`config.mk`:
```
export PLATFORM = sky130hd
export DESIGN_NAME = ggc_front
export DESIGN_NICKNAME = d
export VERILOG_FILES = /design/src/rtl/core/assert_macros.svh /design/src/rtl/core/ggc_pkg.sv /design/src/rtl/core/ggc_front.sv
export SDC_FILE = /design/constraint.sdc
export NUM_CORES = 1
export LEC_CHECK = 0
export BUFFER_PORTS_ARGS = -buffer_cell sky130_fd_sc_hd__buf_2
export CORE_AREA = 4 4 41 43
export DETAILED_ROUTE_END_ITERATION = 8
export DIE_AREA = 0 0 45 47
export PLACE_DENSITY = 0.71
export SYNTH_ARGS = -nofsm -noshare
export SYNTH_HDL_FRONTEND = slang
export SYNTH_SLANG_ARGS = --single-unit
```
`constraint.sdc`:
```
create_clock -name vclk -period 0.85
set_input_delay 0.17 -clock vclk [all_inputs]
set_output_delay 0.17 -clock vclk [all_outputs]
set_load 0.01 [all_outputs]
```
`src/rtl/core/assert_macros.svh`:
```
// Assertion macros shared by the RTL.
`ifndef ASSERT_MACROS_SVH
`define ASSERT_MACROS_SVH

// Property must hold at every clock edge outside reset.
`define ASSERT_ON_CLK(label, clk, rst, prop, msg) \
   label: assert property (@(posedge clk) disable iff (rst) prop) else $error(msg);

// Condition must never be seen at a clock edge outside reset.
`define ASSERT_NEVER(label, clk, rst, cond, msg) \
   label: assert property (@(posedge clk) disable iff (rst) !(cond)) else $error(msg);

`endif

```
`src/rtl/core/ggc_pkg.sv`:
```
// Shared types, constants and helpers of the greedy graph coloring block.
`timescale 1ns / 1ps
`default_nettype none

package ggc_pkg;

   localparam int MAX_VERTICES = 1024;
   localparam int MAX_COLORS   = 64;
   localparam int VERTEX_W     = 10;
   localparam int COLOR_W      = 6;
   localparam int COUNT_W      = 7;
   localparam int ADDR_W       = $clog2(MAX_VERTICES);
   localparam int EPOCH_W      = 4;
   localparam int WORD_W       = 1 + EPOCH_W + COLOR_W;
   localparam int FIFO_DEPTH   = 2;

   typedef struct packed {
      logic [VERTEX_W-1:0] vertex;
      logic [VERTEX_W-1:0] neighbor;
      logic                mark;
      logic                last;
      logic                start;
   } cmd_type;

   typedef struct packed {
      logic empty;
      logic full;
   } queue_status_type;

   typedef struct packed {
      logic clearing;
   } back_status_type;

   typedef struct packed {
      logic               flag;
      logic [EPOCH_W-1:0] epoch;
      logic [COLOR_W-1:0] color;
   } entry_type;

   typedef enum logic [2:0] {
      BK_INIT,
      BK_IDLE,
      BK_LOOKUP,
      BK_WRAP,
      BK_FINISH
   } back_state_type;

   function automatic logic in_range(input logic [VERTEX_W-1:0] v);
      return 32'(v) < MAX_VERTICES;
   endfunction

endpackage

`default_nettype wire

```
`src/rtl/core/ggc_front.sv`:
```
// Front end: transaction acceptance and neighbor classification.
`timescale 1ns / 1ps
`default_nettype none

module ggc_front import ggc_pkg::*; (
   input  wire logic                start,
   output logic                     busy,
   input  wire logic [VERTEX_W-1:0] req_vertex,
   input  wire logic [VERTEX_W-1:0] req_neighbor,
   input  wire logic                req_neighbor_valid,
   input  wire logic                req_last_of_vertex,
   input  wire logic                req_start_run,
   input  wire queue_status_type    q_status,
   input  wire back_status_type     bk_status,
   output logic                     push,
   output cmd_type                  cmd
);

   always_comb begin
      busy         = q_status.full | bk_status.clearing;
      push         = start & ~busy;
      cmd.vertex   = req_vertex;
      cmd.neighbor = req_neighbor;
      // self-loops, empty items and out-of-range neighbors never mark a color
      cmd.mark     = req_neighbor_valid & (req_neighbor != req_vertex) &
                     in_range(req_neighbor);
      cmd.last     = req_last_of_vertex;
      cmd.start    = req_start_run;
   end

endmodule

`default_nettype wire

```
# [After elaboration in Yosys (flattened, before gate mapping)]
# Cells that the tools add are included.
[totals] register_bits=0 output_inout_bits=25 word_cells=5
[classes] eq_ne=1 bitwise=4
[op_table] cell="$ne 10x10->1" n=1
[op_table] cell="$and 1x1->1" n=2
[op_table] cell="$not 1->1" n=1
[op_table] cell="$or 1x1->1" n=1

# [Depth between registers and ports, before layout]
[depth] word_depth=3 depth_mapped=3

# [Worst setup path before layout]
# OpenSTA, ideal clock, no wires.
[synth_path] path_type="in2out" from="input req_vertex[0]" to="output cmd[2] in the netlist's numbering" arrival_ns=0.803 t_required_ns=0.680 setup_slack_ns=-0.123 cell_stages=3 path_buffers=0 cell_sequence="xnor2_1 > nand4_1 > o41a_1"
[synth_lines] item="start, declared" line="ggc_front.sv:8" text="input wire logic [VERTEX_W-1:0] req_vertex,"
[synth_lines] item="end, declared" line="ggc_front.sv:16" text="output cmd_type cmd"

==> results.json <==
{
  "status": "finished, violations left",
  "violations": "setup timing",
  "hold_viol_final": 0,
  "placed_cells": 78,
  "worst_hold_slack_ps": 340,
  "fp.dieArea_mm2": 0.00212,
  "core_area_mm2": 0.00130,
  "grt_max_degree": 3,
  "maxSlewHeadroom_pct": 91.1,
  "num_vias": 316,
  "fmax_mhz": 829,
  "grt_pass1_wl_um": 1080,
  "hp-class": "in2out",
  "fin_crit_ps": 1210,
  "start_util_pct": 22.3,
  "wl_um": 760,
  "p_per_area_mw_per_mm2": 547,
  "mostFrequentLayoutCells": "41 x buf_2, 7 x xnor2_2, 6 x buf_6",
  "arrival_ps": 1040,
  "layout.cells.non_filler": 78,
  "synth_warnings": 0,
  "fin_crit_sh_pct": 142,
  "nClkBuffers": 0,
  "worst-setup-path-type": "in2out",
  "tightest_slew_ps": 133,
  "wl_per_cell_um": 9.74,
  "grt_pass1_vias": 282,
  "p_leak_uw": 0.000276,
  "antenna_cells": 0,
  "fp-row-count": 13,
  "worstPathRequired_ps": 680,
  "start_kind": "primary input",
  "utilization_pct": 36.4,
  "port_buffers": 47,
  "fin_ws_ps": -357,
  "syn-cell-area_um2": 290,
  "first_iter_violations": 1,
  "seq_cells": 0,
  "drc_errors": 0,
  "io_pins": 52,
  "setup_violations": 2,
  "crit_fanout": 2,
  "die_width_um": 45,
  "hold_buffers": 0,
  "place_congestion": 0.552,
  "vdd_drop_max_mv": 0.151,
  "place_area_um2": 402,
  "grt_antenna_before_repair": 0,
  "dr.pass1.iters": 2,
  "grt_use_total_pct": 6.38,
  "grt-ovfl-total": 0,
  "rsz0062_at_grt": "yes",
  "finalMaxSlewViolations": 0,
  "cap_violations": 0,
  "synth_cells": 38,
  "die_h_um": 47,
  "via_per_inst": 4.05,
  "nets": 92,
  "drive_gt1_share_pct": 88.9,
  "area_growth_syn_to_layout_pct": 63.4,
  "fill_cells": 148,
  "syn-num-nets": 65,
  "regArea_um2": 0,
  "layout_commonest_cell": "buf_2",
  "fin_tns_setup_ps": -364,
  "ant_nets": 0,
  "synth_area_per_cell_um2": 7.64,
  "ys_seq_area_share_pct": 0,
  "end_kind": "primary output",
  "ys_types": 8,
  "fin_area_um2": 474
}
==> critical path, cell delays in order <==
cell and delay, ps:
buf_6 100, xnor2_2 140, nand4_1 110, o41a_1 360, buf_2 150
==> cell families (layout without fill, tap and decap cells) <==
| family | Yosys count | after routing | synth area share (%) |
|---|---|---|---|
| simple gates | 4 | 4 | 7.76 |
| compound gates | 1 | 1 | 3.88 |
| buf+inv | 23 | 48 | 58.2 |
| xor+xnor | 10 | 10 | 30.2 |
==> area by class of cell <==
class | count | area, µm² | share of cell area, %
timing repair buffer | 47 | 273 | 57.5
multi-input combinational | 15 | 179 | 37.7
tap | 15 | 18.8 | 3.96
inverter | 1 | 3.75 | 0.792
==> per-stage QoR <==
stage	setup WS [ps]	total power, µW
2_1_floorplan	-112	168
3_3_place_gp	-398	222
3_5_place_dp	-387	224
4_1_cts	-359	258
5_1_grt	-429	284
6_report	-357	259
==> cell usage after synthesis <==
cell type	count	area share (%)
buf_4	22	57
xnor2_1	8	24
nand4_1	2	4.3
xor2_1	2	6.0
inv_1	1	1.3
nor2_1	1	1.3
o41a_1	1	3.9
or2_2	1	2.2
==> what timing repair did <==
item                       4_1_cts  5_1_grt
setup endpoints to repair        3        2
pin swaps                       10        3
gates resized for setup         10        2
setup buffers                    0        0
==> routing by layer <==
metal	track usage, %	wire length (µm)	vias up
met5	0	0	-
met4	0	0	0
met3	1.15	164	0
met2	13.8	396	29
met1	6.55	199	134
li1	-	-	153
==> final timing paths <==
check,from,slack [ps],cells after the start,endpoint
min,req_last_of_vertex,340,0,cmd[1]
max,req_vertex[8],-360,5,cmd[2]
==> report_power, final <==
| group | internal (µW) | switching [µW] | total, µW |
|---|---|---|---|
| Sequential | 0 | 0 | 0 |
| Combinational | 150 | 110 | 259 |
| Clock | 0 | 0 | 0 |
No activity file was read; power rests on OpenSTA's default activity.
