`src/rtl/core/assert_macros.svh`:
```
// Assertion macros shared by the RTL.
`ifndef ASSERT_MACROS_SVH
`define ASSERT_MACROS_SVH

// Property must hold at every clock edge outside reset.
`define ASSERT_ON_CLK(label, clk, rst, prop, msg) \
   label: assert property (@(posedge clk) disable iff (rst) prop) else $error(msg);

// Condition must never be seen at a clock edge outside reset.
`define ASSERT_NEVER(label, clk, rst, cond, msg) \
   label: assert property (@(posedge clk) disable iff (rst) !(cond)) else $error(msg);

`endif

```
`src/rtl/core/ggc_pkg.sv`:
```
// Shared types, constants and helpers of the greedy graph coloring block.
`timescale 1ns / 1ps
`default_nettype none

package ggc_pkg;

   localparam int MAX_VERTICES = 1024;
   localparam int MAX_COLORS   = 64;
   localparam int VERTEX_W     = 10;
   localparam int COLOR_W      = 6;
   localparam int COUNT_W      = 7;
   localparam int ADDR_W       = $clog2(MAX_VERTICES);
   localparam int EPOCH_W      = 4;
   localparam int WORD_W       = 1 + EPOCH_W + COLOR_W;
   localparam int FIFO_DEPTH   = 2;

   typedef struct packed {
      logic [VERTEX_W-1:0] vertex;
      logic [VERTEX_W-1:0] neighbor;
      logic                mark;
      logic                last;
      logic                start;
   } cmd_type;

   typedef struct packed {
      logic empty;
      logic full;
   } queue_status_type;

   typedef struct packed {
      logic clearing;
   } back_status_type;

   typedef struct packed {
      logic               flag;
      logic [EPOCH_W-1:0] epoch;
      logic [COLOR_W-1:0] color;
   } entry_type;

   typedef enum logic [2:0] {
      BK_INIT,
      BK_IDLE,
      BK_LOOKUP,
      BK_WRAP,
      BK_FINISH
   } back_state_type;

   function automatic logic in_range(input logic [VERTEX_W-1:0] v);
      return 32'(v) < MAX_VERTICES;
   endfunction

endpackage

`default_nettype wire

```
`src/rtl/core/ggc_queue.sv`:
```
// Command queue between front end and back end.
`timescale 1ns / 1ps
`default_nettype none

module ggc_queue import ggc_pkg::*; (
   input  wire logic        clock,
   input  wire logic        reset,
   input  wire logic        push,
   input  wire cmd_type     cmd,
   input  wire logic        pop,
   output cmd_type          head,
   output queue_status_type status
);

   localparam int PTR_W = (FIFO_DEPTH > 1) ? $clog2(FIFO_DEPTH) : 1;
   localparam int CNT_W = $clog2(FIFO_DEPTH + 1);

   cmd_type          mem_ff [FIFO_DEPTH];
   logic [PTR_W-1:0] wr_ptr_ff, wr_ptr_in;
   logic [PTR_W-1:0] rd_ptr_ff, rd_ptr_in;
   logic [CNT_W-1:0] cnt_ff, cnt_in;

   always_comb begin
      status.empty = (cnt_ff == '0);
      status.full  = (cnt_ff == CNT_W'(FIFO_DEPTH));
      head         = mem_ff[rd_ptr_ff];
      wr_ptr_in    = wr_ptr_ff;
      rd_ptr_in    = rd_ptr_ff;
      cnt_in       = cnt_ff;
      if (push) begin
         wr_ptr_in = (32'(wr_ptr_ff) == FIFO_DEPTH - 1) ? '0 : wr_ptr_ff + 1'b1;
      end
      if (pop) begin
         rd_ptr_in = (32'(rd_ptr_ff) == FIFO_DEPTH - 1) ? '0 : rd_ptr_ff + 1'b1;
      end
      if (push && !pop) begin
         cnt_in = cnt_ff + 1'b1;
      end else if (pop && !push) begin
         cnt_in = cnt_ff - 1'b1;
      end
   end

   always_ff @(posedge clock) begin
      if (reset) begin
         wr_ptr_ff <= '0;
         rd_ptr_ff <= '0;
         cnt_ff    <= '0;
      end else begin
         wr_ptr_ff <= wr_ptr_in;
         rd_ptr_ff <= rd_ptr_in;
         cnt_ff    <= cnt_in;
      end
   end

   always_ff @(posedge clock) begin
      if (push) begin
         mem_ff[wr_ptr_ff] <= cmd;
      end
   end

endmodule

`default_nettype wire

```
`config.mk`:
```
export PLATFORM = sky130hd
export DESIGN_NAME = ggc_queue
export DESIGN_NICKNAME = d
export VERILOG_FILES = /design/src/rtl/core/assert_macros.svh /design/src/rtl/core/ggc_pkg.sv /design/src/rtl/core/ggc_queue.sv
export SDC_FILE = /design/constraint.sdc
export NUM_CORES = 1
export LEC_CHECK = 0
export ABC_AREA = 1
export BUFFER_PORTS_ARGS = -buffer_cell sky130_fd_sc_hd__buf_2
export CELL_PAD_IN_SITES_DETAIL_PLACEMENT = 1
export CELL_PAD_IN_SITES_GLOBAL_PLACEMENT = 2
export CORE_MARGIN = 8
export CORE_UTILIZATION = 35
export CTS_CLUSTER_SIZE = 12
export DETAILED_ROUTE_END_ITERATION = 12
export GPL_TIMING_DRIVEN = 0
export PLACE_DENSITY = 0.8
export SYNTH_ARGS = -nofsm -noshare
export SYNTH_HDL_FRONTEND = slang
export SYNTH_SLANG_ARGS = --single-unit
```
`constraint.sdc`:
```
create_clock -name clock -period 3 [get_ports clock]
set_input_delay 0.15 -clock clock [delete_from_list [all_inputs] [get_ports clock]]
set_output_delay 0.15 -clock clock [all_outputs]
set_load 0.1 [all_outputs]
```
# Word level (Yosys, flattened, before mapping)
# Memory sizes are Yosys's and may differ from the RTL's. A register that Yosys moved wholly into a read port is not among the register bits.
# Cells that the tools add are included.
# W data, S select, Z words.
totals:
  ramBits: 46
  in_bits: 27
  mem_count: 1
  word_cells: 23
  regBits: 4
  output_inout_bits: 25
mem_list:
  columns: ["memory", "words", "word_bits", "read_ports", "rd_ports_with_merged_regs", "write_ports", "line", "text"]
  rows:
  - ["mem_ff", 2, 23, 1, 1, 1, "ggc_queue.sv:18", "cmd_type mem_ff [FIFO_DEPTH];"]
classes:
  reduce_logical: 6
  n_mux: 8
  eq_ne: 1
  add_sub_neg: 4
ops:
  columns: ["op", "count"]
  rows:
  - ["$mux W1", 6]
  - ["$mux W2", 2]
  - ["$add A1 B1 Y1 const B", 2]
  - ["$add A2 B1 Y2 const B", 1]
  - ["$eq A2 B2 Y1 const B", 1]
  - ["$logic_and A1 B1 Y1", 2]
  - ["$logic_not A1 Y1", 2]
  - ["$logic_not A2 Y1", 1]
  - ["$reduce_bool A2 Y1", 1]
  - ["$sub A2 B1 Y2 const B", 1]

# Logic depth before layout (Yosys ltp)
logic_depth:
  word_depth: 4
  ltp_mapped: 8
  mapped_depth_nobuf: 8

# Worst setup path after synthesis
# OpenSTA, ideal clock, no wires.
synth_timing:
  path_type: "reg-to-output"
  start: "register cnt_ff[1]"
  end: "output port status[0] (netlist name)"
  stages_incl_launch_ff: 3
  required_time_ns: 2.850
  n_path_buf: 0
  setup_slack_ns: 1.219
  arrival_ns: 1.631
  cell_sequence: "dfxtp_1 inv_1 nor2_1"
synth_lines:
  columns: ["element", "line", "text"]
  rows:
  - ["start, declared", "ggc_queue.sv:21", "logic [CNT_W-1:0] cnt_ff, cnt_in;"]
  - ["start signal, assigned", "ggc_queue.sv:51", "cnt_ff <= cnt_in;"]
  - ["end, declared", "ggc_queue.sv:12", "output queue_status_type status"]

==> summary by stage <==
Global route
The via count of the first global-routing pass is 1162. The number of antenna violations at the first check in global routing is 0. The global-route usage over all layers is 0.0951.

The maximum number of pins on one net before global-route repair is 25. The residual overflow from global routing is 0. The first global-routing pass estimated 5550 µm of wire.

Worst setup path
The critical path in this run is classified as flop to output pin. The category of cells accounting for the largest share of critical-path delay is buffers and inverters. The endpoint class of the critical path is an output pin. The critical path contains buffers and inverters numbering 2 combined. The arrival time of data at the critical path endpoint is 1.60 ns.

The worst stage delay on the critical path is 0.47 ns. The slowest stage of the critical path is the sky130_fd_sc_hd__dfxtp_1 cell. The critical path goes through buf_6 -> mux2_2 -> buf_2. For the worst setup path, the data required time is 2.85 ns. The highest net fanout along the worst path is 10. The sort of element at the start of the critical path is a flop.

Die
The height of the chip is 89.5 µm. The initial utilization of the core area, before any placement, comes to 0.365. The die boundary width is 89.5 µm. After floorplanning, the core was divided into 26 placement rows. The full die area is 0.00800 mm². The core region is 0.00517 mm².

The number of ports placed on the die boundary is 52.

Synthesis
The mapped cell area is 0.00189 mm². Counting flops and latches in the post-synthesis netlist gives 51. The largest area contributor in the synthesized netlist is sky130_fd_sc_hd__edfxtp_1. For this run, the number of Yosys warnings is 0. The unique cell type count in the Yosys netlist is 14. When the netlist entered floorplanning its net count stood at 132. The synthesized instance count is 104. Of the synthesized area, sequential elements account for 0.784. The share of the synthesized area in the top cell type is 0.731. The average instance in the mapped netlist occupies 18.2 µm². Yosys attributes the largest share of cell area to sky130_fd_sc_hd__edfxtp_1 (73%), sky130_fd_sc_hd__mux2_2 (14%), sky130_fd_sc_hd__dfxtp_1 (5.3%), sky130_fd_sc_hd__inv_1 (1.8%), sky130_fd_sc_hd__nor2_1 (1.4%).

Timing
After routing, the total negative slack on setup checks comes to 0 ns. Setup repair after global routing left no endpoint under its margin. The count of endpoints failing setup in the final report is 0.

The maximum clock rate is 0.573 GHz. The number of hold violations in the final report was 0. The setup skew after layout is 0.00307 ns. The final count of pins violating max slew is 0. The post-layout minimum cycle time is 1.75 ns. Of the available clock period, the critical path in the final layout requires 0.582. At the pin with the least slew margin, the transition time is 0.966 ns. Headroom to the max-slew limit came out at 0.355.

Power and ir drop
IR analysis of the VDD net gives a maximum drop of 354 µV. The power per cell area is 722 mW/mm². In this run the static leakage power is 0.920 nW. After layout, the design draws a total of 1.70 mW.

Routing
The detail route stage leaves a number of antenna-violating nets equal to 0. After the first detailed-routing iteration, the DRC count stood at 28. The post-detailed-route DRC marker count is 0. The length of the first detailed-routing pass in iterations is 2. Across all layers, the routed design uses 1050 vias.

For this block, the routed nets add up to 3570 µm of wire. In the routed layout, each cell is associated on average with a via count of 4.49. The wire length per cell after detailed routing is 15.2 µm.

Hold path
The class of the most critical hold timing path is primary input to flop.

Flow run
The number of violations of the max-capacitance limit is 0.

Clock network
The root buffer cell is sky130_fd_sc_hd__clkbuf_8. Buffers inserted during clock tree synthesis total 5. After clock tree synthesis, the repair step resized 0 gates. After clock tree synthesis, the clock-pin slew on the worst setup and hold paths is 0.08 ns. The tree built by TritonCTS fans out to 51 sinks. For the worst-skew pair, the clock arrives at the later sink with an insertion delay of 0.29 ns. The H-tree level count is 2. The number of buffers between clock root and the deepest sink is 2. After clock tree synthesis, the flow added hold-fix buffers numbering 0. The post-CTS setup buffer count is 0. TritonCTS built the clock tree.

Outcome
The flow ran to the end, and the final reports show no timing, DRC or antenna violations.

Cells and area
The area growth from synthesis to final layout is 24.7%. After the last flow step, the layout net total stands at 191. The number of antenna cells inserted is 0.

Of the cells placed in the final design, the portion with a size suffix greater than 1 is 0.512.

Place
The HPWL after detailed placement is 2720 µm. The congestion estimate from routability-driven global placement came to 0.697. The count of buffers from port buffering is 51.
layout make-up:
cell class              count  area [µm²]
fillers                   539        2820
flip-flops and latches     51        1480
multi-input cells          42         354
repair buffers             52         270
well taps                  70        87.6
clock buffers               7        76.3
inverters                   9        33.8
clock inverters             1        30.0
plain buffers               2        22.5
path summary, 6_finish.rpt:
check | to | depth (start not counted) | start | slack (ns)
hold / removal | mem_ff[1][22] | 1 | cmd[22] | 0.04
setup reg to reg | mem_ff[1][21] | 2 | wr_ptr_ff | 1.49
hold reg to reg | rd_ptr_ff | 2 | rd_ptr_ff | 0.53
setup / recovery | head[5] | 3 | flop | 1.25
layout by cell type (no fill, tap or decap), types with 2 or more instances in the layout:
| master | count |
|---|---|
| sky130_fd_sc_hd__buf_2 | 51 |
| sky130_fd_sc_hd__edfxtp_1 | 46 |
| sky130_fd_sc_hd__mux2_2 | 23 |
| sky130_fd_sc_hd__inv_1 | 9 |
| sky130_fd_sc_hd__nor2_1 | 6 |
| sky130_fd_sc_hd__nand2_1 | 5 |
| sky130_fd_sc_hd__dfxtp_1 | 5 |
| sky130_fd_sc_hd__clkbuf_8 | 5 |
| sky130_fd_sc_hd__buf_6 | 2 |
| sky130_fd_sc_hd__clkbuf_1 | 2 |
cell families after synthesis:
family	Yosys count	share of synthesized area
AO/OA/AOI/OAI	2	0.00529
XOR/XNOR	1	0.00464
adder cells (fa/ha/maj)	1	0.00662
buffers and inverters	11	0.0298
flip-flops	51	0.784
multiplexers	23	0.137
AND/OR/NAND/NOR	15	0.0325
cell usage after synthesis:
library cell,instances
sky130_fd_sc_hd__nand4_1,1
sky130_fd_sc_hd__edfxtp_1,46
sky130_fd_sc_hd__mux2_2,23
sky130_fd_sc_hd__xnor2_1,1
sky130_fd_sc_hd__a21oi_1,1
sky130_fd_sc_hd__nand2_1,5
sky130_fd_sc_hd__dfxtp_1,5
sky130_fd_sc_hd__inv_1,9
sky130_fd_sc_hd__nor2_1,7
sky130_fd_sc_hd__nor3_1,1
sky130_fd_sc_hd__nand3_1,1
sky130_fd_sc_hd__ha_1,1
sky130_fd_sc_hd__buf_6,2
sky130_fd_sc_hd__o21ai_0,1
registers in the layout, summed over array words and instances, names as in the netlist, named ones only:
signal / flops
mem_ff: 46
cnt_ff: 2
rd_ptr_ff: 1
wr_ptr_ff: 1
metrics by stage:
step           utilization  instance area (µm²)  hold slack, ns  worst slack, ns  instances
2_1_floorplan            -                 1890           0.222             1.22        104
3_3_place_gp         0.432                 2230           0.340            0.801        225
3_5_place_dp         0.435                 2250           0.344             1.47        226
4_1_cts              0.455                 2360          0.0264             1.21        234
5_1_grt              0.455                 2360          0.0244             1.15        234
6_report             0.455                 2360          0.0403             1.25        234
layer usage:
| layer | part of all wire | vias up | GRT usage |
|---|---|---|---|
| li1 | - | 495 | - |
| met1 | 0.38 | 513 | 0.0976 |
| met2 | 0.51 | 35 | 0.166 |
| met3 | 0.096 | 7 | 0.0450 |
| met4 | 0.011 | 0 | 0.0317 |
| met5 | 0 | - | 0 |
power breakdown:
group / switching (mW) / internal (mW)
Combinational: 0.335 / 0.0836
Clock: 0.201 / 0.249
Sequential: 0.0135 / 0.818
Total: 0.549 / 1.15
(Power assumes the default switching activity.)
